===== config.mk =====
export PLATFORM = sky130hd
export DESIGN_NAME = sha256_byte_stream_hasher
export DESIGN_NICKNAME = d
export VERILOG_FILES = /design/src/design/sha_pkg.sv /design/src/design/sha_in_queue.sv /design/src/design/sha_core.sv /design/src/design/sha256_byte_stream_hasher.sv
export SDC_FILE = /design/constraint.sdc
export NUM_CORES = 2
export LEC_CHECK = 0
export ABC_AREA = 1
export ABC_CLOCK_PERIOD_IN_PS = 7670
export BUFFER_PORTS_ARGS = -buffer_cell sky130_fd_sc_hd__buf_2
export CORE_UTILIZATION = 53
export DETAILED_ROUTE_END_ITERATION = 10
export HOLD_SLACK_MARGIN = 0.02
export PLACE_DENSITY_LB_ADDON = 0.08
export SYNTH_ARGS = -nofsm -noshare
export SYNTH_HDL_FRONTEND = slang
export SYNTH_SLANG_ARGS = --single-unit

===== constraint.sdc =====
create_clock -name clk -period 7.67 [get_ports clk]
set_clock_uncertainty 0.15 [all_clocks]
set_input_delay 0.3835 -clock clk [delete_from_list [all_inputs] [get_ports clk]]
set_output_delay 0.3835 -clock clk [all_outputs]
set_load 0.01 [all_outputs]

===== src/design/sha_pkg.sv =====
// sha-256 package: round constants, initial hash values, round functions
// no dependencies
`default_nettype none
package sha_pkg;

  localparam int unsigned RoundCount = 64;
  localparam int unsigned BlockBytes = 64;
  localparam int unsigned QueueDepth = 4;

  typedef struct packed {
    logic       kind;
    logic [7:0] data_byte;
  } sha_item_t;

  function automatic logic [31:0] round_k(input logic [5:0] i);
    logic [31:0] k;
    begin
      case (i)
        6'd0: k = 32'h428a2f98; 6'd1: k = 32'h71374491; 6'd2: k = 32'hb5c0fbcf;
        6'd3: k = 32'he9b5dba5; 6'd4: k = 32'h3956c25b; 6'd5: k = 32'h59f111f1;
        6'd6: k = 32'h923f82a4; 6'd7: k = 32'hab1c5ed5; 6'd8: k = 32'hd807aa98;
        6'd9: k = 32'h12835b01; 6'd10: k = 32'h243185be; 6'd11: k = 32'h550c7dc3;
        6'd12: k = 32'h72be5d74; 6'd13: k = 32'h80deb1fe; 6'd14: k = 32'h9bdc06a7;
        6'd15: k = 32'hc19bf174; 6'd16: k = 32'he49b69c1; 6'd17: k = 32'hefbe4786;
        6'd18: k = 32'h0fc19dc6; 6'd19: k = 32'h240ca1cc; 6'd20: k = 32'h2de92c6f;
        6'd21: k = 32'h4a7484aa; 6'd22: k = 32'h5cb0a9dc; 6'd23: k = 32'h76f988da;
        6'd24: k = 32'h983e5152; 6'd25: k = 32'ha831c66d; 6'd26: k = 32'hb00327c8;
        6'd27: k = 32'hbf597fc7; 6'd28: k = 32'hc6e00bf3; 6'd29: k = 32'hd5a79147;
        6'd30: k = 32'h06ca6351; 6'd31: k = 32'h14292967; 6'd32: k = 32'h27b70a85;
        6'd33: k = 32'h2e1b2138; 6'd34: k = 32'h4d2c6dfc; 6'd35: k = 32'h53380d13;
        6'd36: k = 32'h650a7354; 6'd37: k = 32'h766a0abb; 6'd38: k = 32'h81c2c92e;
        6'd39: k = 32'h92722c85; 6'd40: k = 32'ha2bfe8a1; 6'd41: k = 32'ha81a664b;
        6'd42: k = 32'hc24b8b70; 6'd43: k = 32'hc76c51a3; 6'd44: k = 32'hd192e819;
        6'd45: k = 32'hd6990624; 6'd46: k = 32'hf40e3585; 6'd47: k = 32'h106aa070;
        6'd48: k = 32'h19a4c116; 6'd49: k = 32'h1e376c08; 6'd50: k = 32'h2748774c;
        6'd51: k = 32'h34b0bcb5; 6'd52: k = 32'h391c0cb3; 6'd53: k = 32'h4ed8aa4a;
        6'd54: k = 32'h5b9cca4f; 6'd55: k = 32'h682e6ff3; 6'd56: k = 32'h748f82ee;
        6'd57: k = 32'h78a5636f; 6'd58: k = 32'h84c87814; 6'd59: k = 32'h8cc70208;
        6'd60: k = 32'h90befffa; 6'd61: k = 32'ha4506ceb; 6'd62: k = 32'hbef9a3f7;
        default: k = 32'hc67178f2;
      endcase
      return k;
    end
  endfunction

  function automatic logic [31:0] initial_h(input logic [2:0] i);
    logic [31:0] h;
    begin
      case (i)
        3'd0: h = 32'h6a09e667; 3'd1: h = 32'hbb67ae85;
        3'd2: h = 32'h3c6ef372; 3'd3: h = 32'ha54ff53a;
        3'd4: h = 32'h510e527f; 3'd5: h = 32'h9b05688c;
        3'd6: h = 32'h1f83d9ab;
        default: h = 32'h5be0cd19;
      endcase
      return h;
    end
  endfunction

  function automatic logic [31:0] rotr(input logic [31:0] x, input int unsigned n);
    return (x >> n) | (x << (32 - n));
  endfunction

endpackage
`default_nettype wire


===== src/design/sha_in_queue.sv =====
// front part: short item queue between the input channel and the core
// depends on sha_pkg
`default_nettype none
module sha_in_queue
  import sha_pkg::*;
(
  input  wire logic      clk,
  input  wire logic      rst,
  input  wire logic      push,
  input  wire sha_item_t push_item,
  output logic           full,
  input  wire logic      pop,
  output sha_item_t      pop_item,
  output logic           empty
);
  localparam int unsigned AW = $clog2(QueueDepth);
  sha_item_t       mem [QueueDepth];
  logic [AW-1:0]   wr_ptr;
  logic [AW-1:0]   rd_ptr;
  logic [AW:0]     count;
  logic            do_push;
  logic            do_pop;

  assign full     = (count == (AW+1)'(QueueDepth));
  assign empty    = (count == '0);
  assign do_push  = push && !full;
  assign do_pop   = pop && !empty;
  assign pop_item = mem[rd_ptr];

  always_ff @(posedge clk) begin
    if (do_push) begin
      mem[wr_ptr] <= push_item;
    end
    if (rst) begin
      wr_ptr <= '0;
      rd_ptr <= '0;
      count  <= '0;
    end else begin
      if (do_push) wr_ptr <= wr_ptr + 1'b1;
      if (do_pop) rd_ptr <= rd_ptr + 1'b1;
      count <= count + (AW+1)'(do_push) - (AW+1)'(do_pop);
    end
  end
endmodule
`default_nettype wire


===== src/design/sha_core.sv =====
// back part: block buffer, padding sequencer, one-round-per-cycle compression
// and digest output register; depends on sha_pkg
`default_nettype none
module sha_core
  import sha_pkg::*;
(
  input  wire logic        clk,
  input  wire logic        rst,
  input  wire logic        item_valid,
  input  wire sha_item_t   item,
  output logic             item_take,
  output logic [31:0]      digest_word,
  output logic [2:0]       word_index,
  output logic             last,
  output logic             empty,
  input  wire logic        pop
);
  typedef enum logic [2:0] {
    S_IDLE, S_PAD, S_LOAD, S_ROUND, S_FOLD, S_EMIT
  } state_t;

  state_t       state;
  logic [31:0]  buf_mem [BlockBytes/4];
  logic [5:0]   fill;
  logic [63:0]  bit_count;
  logic [31:0]  hv [8];
  logic [31:0]  w [16];
  logic [31:0]  a, b, c, d, e, f, g, h;
  logic [5:0]   rnd;
  logic [5:0]   pad_idx;
  logic         finishing;
  logic         len_block;
  logic [3:0]   load_idx;
  logic [2:0]   out_idx;
  logic         out_valid;

  logic [31:0]  t1, t2, w_new, s0, s1;
  logic [7:0]   pad_byte;

  assign item_take = (state == S_IDLE) && item_valid;

  always_comb begin
    s0    = rotr(w[1], 7) ^ rotr(w[1], 18) ^ (w[1] >> 3);
    s1    = rotr(w[14], 17) ^ rotr(w[14], 19) ^ (w[14] >> 10);
    w_new = s1 + w[9] + s0 + w[0];
    t1 = h + (rotr(e, 6) ^ rotr(e, 11) ^ rotr(e, 25)) + ((e & f) ^ (~e & g))
         + round_k(rnd) + w[0];
    t2 = (rotr(a, 2) ^ rotr(a, 13) ^ rotr(a, 22)) + ((a & b) ^ (a & c) ^ (b & c));
    if (pad_idx >= 6'd56 && !len_block) begin
      pad_byte = 8'h00;
    end else if (pad_idx >= 6'd56) begin
      pad_byte = bit_count[8'd63 - {2'b00, pad_idx[2:0], 3'b000} -: 8];
    end else begin
      pad_byte = 8'h00;
    end
  end

  // block buffer holds big-endian words, byte 0 of a word in the top lane
  always_ff @(posedge clk) begin
    if (state == S_IDLE && item_valid && !item.kind) begin
      buf_mem[fill[5:2]][{~fill[1:0], 3'b000} +: 8] <= item.data_byte;
    end else if (state == S_IDLE && item_valid) begin
      buf_mem[fill[5:2]][{~fill[1:0], 3'b000} +: 8] <= 8'h80;
    end else if (state == S_PAD) begin
      buf_mem[pad_idx[5:2]][{~pad_idx[1:0], 3'b000} +: 8] <= pad_byte;
    end
    if (rst) begin
      state     <= S_IDLE;
      fill      <= '0;
      bit_count <= '0;
      finishing <= 1'b0;
      len_block <= 1'b0;
      out_valid <= 1'b0;
      for (int i = 0; i < 8; i++) hv[i] <= initial_h(3'(i));
    end else begin
      case (state)
        S_IDLE: begin
          if (item_valid && !item.kind) begin
            fill <= fill + 6'd1;
            if (fill == 6'd63) begin
              finishing <= 1'b0;
              load_idx  <= '0;
              state     <= S_LOAD;
            end
          end else if (item_valid) begin
            finishing <= 1'b1;
            bit_count <= bit_count + {55'd0, fill, 3'b000};
            len_block <= (fill < 6'd56);
            pad_idx   <= fill + 6'd1;
            state     <= (fill == 6'd63) ? S_LOAD : S_PAD;
            load_idx  <= '0;
          end
        end
        S_PAD: begin
          pad_idx <= pad_idx + 6'd1;
          if (pad_idx == 6'd63) begin
            load_idx <= '0;
            state    <= S_LOAD;
          end
        end
        S_LOAD: begin
          w[load_idx] <= buf_mem[load_idx];
          load_idx    <= load_idx + 4'd1;
          if (load_idx == 4'd15) begin
            a <= hv[0]; b <= hv[1]; c <= hv[2]; d <= hv[3];
            e <= hv[4]; f <= hv[5]; g <= hv[6]; h <= hv[7];
            rnd   <= '0;
            state <= S_ROUND;
          end
        end
        S_ROUND: begin
          for (int i = 0; i < 15; i++) w[i] <= w[i+1];
          w[15] <= w_new;
          h <= g; g <= f; f <= e; e <= d + t1;
          d <= c; c <= b; b <= a; a <= t1 + t2;
          rnd <= rnd + 6'd1;
          if (rnd == 6'(RoundCount - 1)) state <= S_FOLD;
        end
        S_FOLD: begin
          hv[0] <= hv[0] + a; hv[1] <= hv[1] + b;
          hv[2] <= hv[2] + c; hv[3] <= hv[3] + d;
          hv[4] <= hv[4] + e; hv[5] <= hv[5] + f;
          hv[6] <= hv[6] + g; hv[7] <= hv[7] + h;
          if (!finishing) begin
            bit_count <= bit_count + 64'd512;
            fill      <= '0;
            state     <= S_IDLE;
          end else if (!len_block) begin
            len_block <= 1'b1;
            pad_idx   <= '0;
            state     <= S_PAD;
          end else begin
            out_idx   <= '0;
            out_valid <= 1'b1;
            state     <= S_EMIT;
          end
        end
        S_EMIT: begin
          if (pop) begin
            out_idx <= out_idx + 3'd1;
            if (out_idx == 3'd7) begin
              out_valid <= 1'b0;
              fill      <= '0;
              bit_count <= '0;
              finishing <= 1'b0;
              for (int i = 0; i < 8; i++) hv[i] <= initial_h(3'(i));
              state     <= S_IDLE;
            end
          end
        end
        default: state <= S_IDLE;
      endcase
    end
  end

  assign empty       = !out_valid;
  assign digest_word = hv[out_idx];
  assign word_index  = out_idx;
  assign last        = (out_idx == 3'd7);
endmodule
`default_nettype wire


===== src/design/sha256_byte_stream_hasher.sv =====
// sha-256 over a byte stream: top level joining the item queue and the core
// depends on sha_pkg, sha_in_queue, sha_core
//
// input channel: push/full carry kind and data_byte. kind 0 adds one message
// byte; kind 1 pads the message, hashes it and yields eight digest words.
// output channel: empty/pop carry digest_word, word_index and last; the
// oldest word sits on the ports while empty is low.
// a four-entry queue takes items while the core works. a data byte goes into
// the block buffer; the 64th byte of a block adds a load of sixteen words, 64
// rounds and a fold (one round per cycle in the core). a finish item writes
// the 0x80 byte, then for each of one or two final blocks a padding sweep and
// a compression follow, then eight output transactions.
// while the receiver holds pop low the core waits on the digest and the
// queue fills, then full rises. synchronous rst returns the hash state to
// the initial values and empties the queue and the output.
`default_nettype none
module sha256_byte_stream_hasher
  import sha_pkg::*;
(
  input  wire logic        clk,
  input  wire logic        rst,
  input  wire logic        push,
  output logic             full,
  input  wire logic        kind,
  input  wire logic [7:0]  data_byte,
  output logic             empty,
  input  wire logic        pop,
  output logic [31:0]      digest_word,
  output logic [2:0]       word_index,
  output logic             last
);
  sha_item_t in_item;
  sha_item_t q_item;
  logic      q_empty;
  logic      take;

  assign in_item.kind      = kind;
  assign in_item.data_byte = data_byte;

  sha_in_queue u_queue (
    .clk(clk), .rst(rst), .push(push), .push_item(in_item), .full(full),
    .pop(take), .pop_item(q_item), .empty(q_empty)
  );

  sha_core u_core (
    .clk(clk), .rst(rst), .item_valid(!q_empty), .item(q_item),
    .item_take(take), .digest_word(digest_word), .word_index(word_index),
    .last(last), .empty(empty), .pop(pop)
  );

  a_last_idx: assert property (@(posedge clk) disable iff (rst)
    !empty |-> (last == (word_index == 3'd7)))
    else $error("last flag out of step with word index");
  a_idx_step: assert property (@(posedge clk) disable iff (rst)
    (!empty && pop && !last) |=> (!empty && word_index == $past(word_index) + 3'd1))
    else $error("digest word index did not advance");
  a_take_q: assert property (@(posedge clk) disable iff (rst)
    take |-> !q_empty)
    else $error("core took from empty queue");
endmodule
`default_nettype wire


==> metrics <==
Synth Cell Area=104000 µm²; via count=92.3k; met3 Usage GRT=9.07%; Final setup viols=0; CTS tree=done; vias per cell=6.18; post-synth top area share=42.2%; fin util=58.3%; Final HPWL DP=305 mm; Leak=44.7 nW; die footprint=198000 µm²; IO Port Bufs=50; Row Count=162; Detail Route Antenna Nets=0; final global-route overflow total=0; Worst-path clk slew=0.06 ns; Worst-Skew Late Latency=0.89 ns; most common cell in the netlist=nand2_1; Worst Hold Path Cells=2; Final Instance Area=114000 µm²; register bit total from synthesis=1712; Iteration-0 DRC Markers=12.1k; crit path kind=register to register; Tmin final=7.55 ns; Tcrit/Tclk final=98.5%; final hold vios=0; FMAX=0.132 GHz; Max FO, Critical Path=6; die height=445 µm; Core ar.=195000 µm²; DIE WIDTH=445 µm; Avg Synthesized Cell Area=8.49 µm²; Initial Util=53.4%; post-synthesis simple-gate area fraction=20.0%; min-delay src=data_byte[6]; adder-cell share of the synthesized area=8.98%; commonest cells in the netlist=nand2_1 (3064), edfxtp_1 (1463), inv_1 (1267), o21ai_0 (1158), nor2_1 (1118); asr flop ratio synth=0%; CP arrival=7.95 ns; first-pass GRT wire length=585 mm; wire per inst=27.5 µm; r2r endpoint=u_core.a[30]; CP Data Required Time=8.07 ns; post-synthesis mux area share=0.234%; # IOs=51; Place WS=0.461 ns; Synth Area in Compound Gates=14.1%; CTS buffer count=182; Worst-Margin Slew=1.65 ns; GRT Util Overall=40.3%; violated checks=capacitance limit, slew limit; Routability Congestion=1.10; VDD IR max=0.000402 V; status=finished with violations; Hold EP=u_queue.mem[1][6]; Area Overhead vs Synth=9.03%; layout cells sized above 1=5.23%; maximum clock insertion buffer count=3; Crit. End Element=register; Slew Limit Fails=3; final setup margin=0.116 ns; met2 usage=60.6%; Unique masters post-synth=66; FF-to-FF setup slack=0.12 ns; DR pass1 iterations=9; Sum Neg Setup Slack=0 ns; Synth Area in XOR/XNOR=3.14%; Most Used Layer, Global Route=met2; PwrDens=448 nW/µm²; largest family of logic cells by synthesized area=simple AND/OR/NAND/NOR gates; synthesized netlist cell count=12.3k; Net Count, Synth=12.9k; post-synthesis sequential area ratio=47.0%; Post-synth top flop=edfxtp_1; DRC viols=0; R2R Path Start=u_core.e[17]; Reg2Reg Depth=24; final net count=12.8k; Worst slew margin=-10.9%; post-CTS sizing=0; root buf cell=clkbuf_16; met1 Use GR=53.1%; cell taking the most area after synthesis=edfxtp_1; largest cells by area after synthesis=edfxtp_1 (42%), nand2_1 (11%), o21ai_0 (5.6%); H-tree levels=4; CTS Sinks=1712; RSZ-0062 raised after global routing=false; hold slack=0.110 ns; Max-Cap Viols=1; DP Area=107000 µm²; largest net degree at the start of global routing=200; Startpoint Class=register; Hold Path Class=input pin to register; vias in the first global route=86.2k; WL final=410 mm; Synth Warn #=0; Post-synth EDFFs=1463; initial antenna violation count=20
## registers in the layout, indices dropped and copies added (netlist names), 36 cells and up, named ones only
name              cells
u_core.w            512
u_queue.mem          36
u_core.buf_mem      512
u_core.bit_count     61
u_core.hv           256
## logic make-up (layout without fill, tap and decap cells)
logic type	after synthesis	in the layout
simple gates	5113	5113
flops	1712	1712
other cells	0	5
fa+ha+maj	634	634
buf+inv	1788	1839
xor+xnor	374	374
compound gates	2621	2621
mux	24	24
## area by class of cell
type                    instances  area, µm²
diodes                          5       12.5
inverters                    1295       4880
clock inverters               118       1470
repair buffers                203       1490
multi-input cells            8766      48700
fillers                     17400      81400
flip-flops and latches       1712      48900
clock buffers                 223       4860
well taps                    2624       3280
## metal layers
| layer | up-vias | part of all wire [%] |
|---|---|---|
| li1 | 41400 | - |
| met1 | 44300 | 39 |
| met2 | 5513 | 43 |
| met3 | 1170 | 11 |
| met4 | 14 | 7.4 |
| met5 | - | 0.025 |
## stage by stage
step | instances | total power, mW
finish | 14900 | 50.9
global route | 14900 | 53.5
CTS | 14900 | 50.1
detailed placement | 14600 | 40.7
global placement | 14600 | 40.7
floorplan | 12300 | 30.4
## layout by cell type (no fill, tap or decap), types with 56 or more instances in the layout
cell,count
or2_2,56
nor3_1,101
nand3_1,563
o211ai_1,118
nor2_1,1115
o21bai_1,57
fa_1,197
ha_1,416
buf_4,137
nand2_1,3063
edfxtp_1,1463
inv_1,1262
a21oi_1,822
dfxtp_1,244
xnor2_1,187
o221ai_1,114
nand4_1,111
o22ai_1,58
clkbuf_16,184
o21ai_0,1137
a31oi_1,77
xor2_1,187
## power by group
group | total (mW) | internal (mW) | switching [mW] | leakage (nW)
registers | 12.6 | 11.9 | 0.632 | 14.9
logic | 29.0 | 8.39 | 20.6 | 26.7
clock network | 9.41 | 5.29 | 4.12 | 3.07
## worst max path at each step
stage | start | to | slack [ns] | cells past startpoint
finish | u_core.e[17] | u_core.a[30] | 0.12 | 24
global route | u_core.e[17] | u_core.a[27] | 0.04 | 26
CTS | u_core.e[17] | u_core.a[27] | 0.40 | 26
detailed placement | u_core.e[17] | u_core.a[27] | 0.46 | 26
global placement | u_core.f[1] | u_core.a[22] | 0.41 | 26
floorplan | u_core.e[1] | u_core.a[22] | 1.41 | 27
## repair_timing
action                    in CTS  in global routing
buffers inserted               0                  0
hold endpoints to repair      45                  0
hold buffers                  11                  0
## worst max-delay path, cell delays in order (launching register included)
cell	delay, ns
edfxtp_1	0.78
mux2i_1	0.30
fa_1	0.57
inv_1	0.06
fa_1	0.52
inv_1	0.05
fa_1	0.52
inv_1	0.05
ha_1	0.40
nand2_1	0.14
nor3_1	0.32
nand4_1	0.19
nand3_1	0.18
nand2_1	0.07
nand2_1	0.08
xor2_1	0.77
fa_1	0.55
ha_1	0.40
a21oi_1	0.33
a21boi_0	0.31
o21ai_0	0.12
a21oi_1	0.16
nand2_1	0.07
nand2_1	0.06
a31oi_1	0.06
Power figures use the tool's default switching activity.
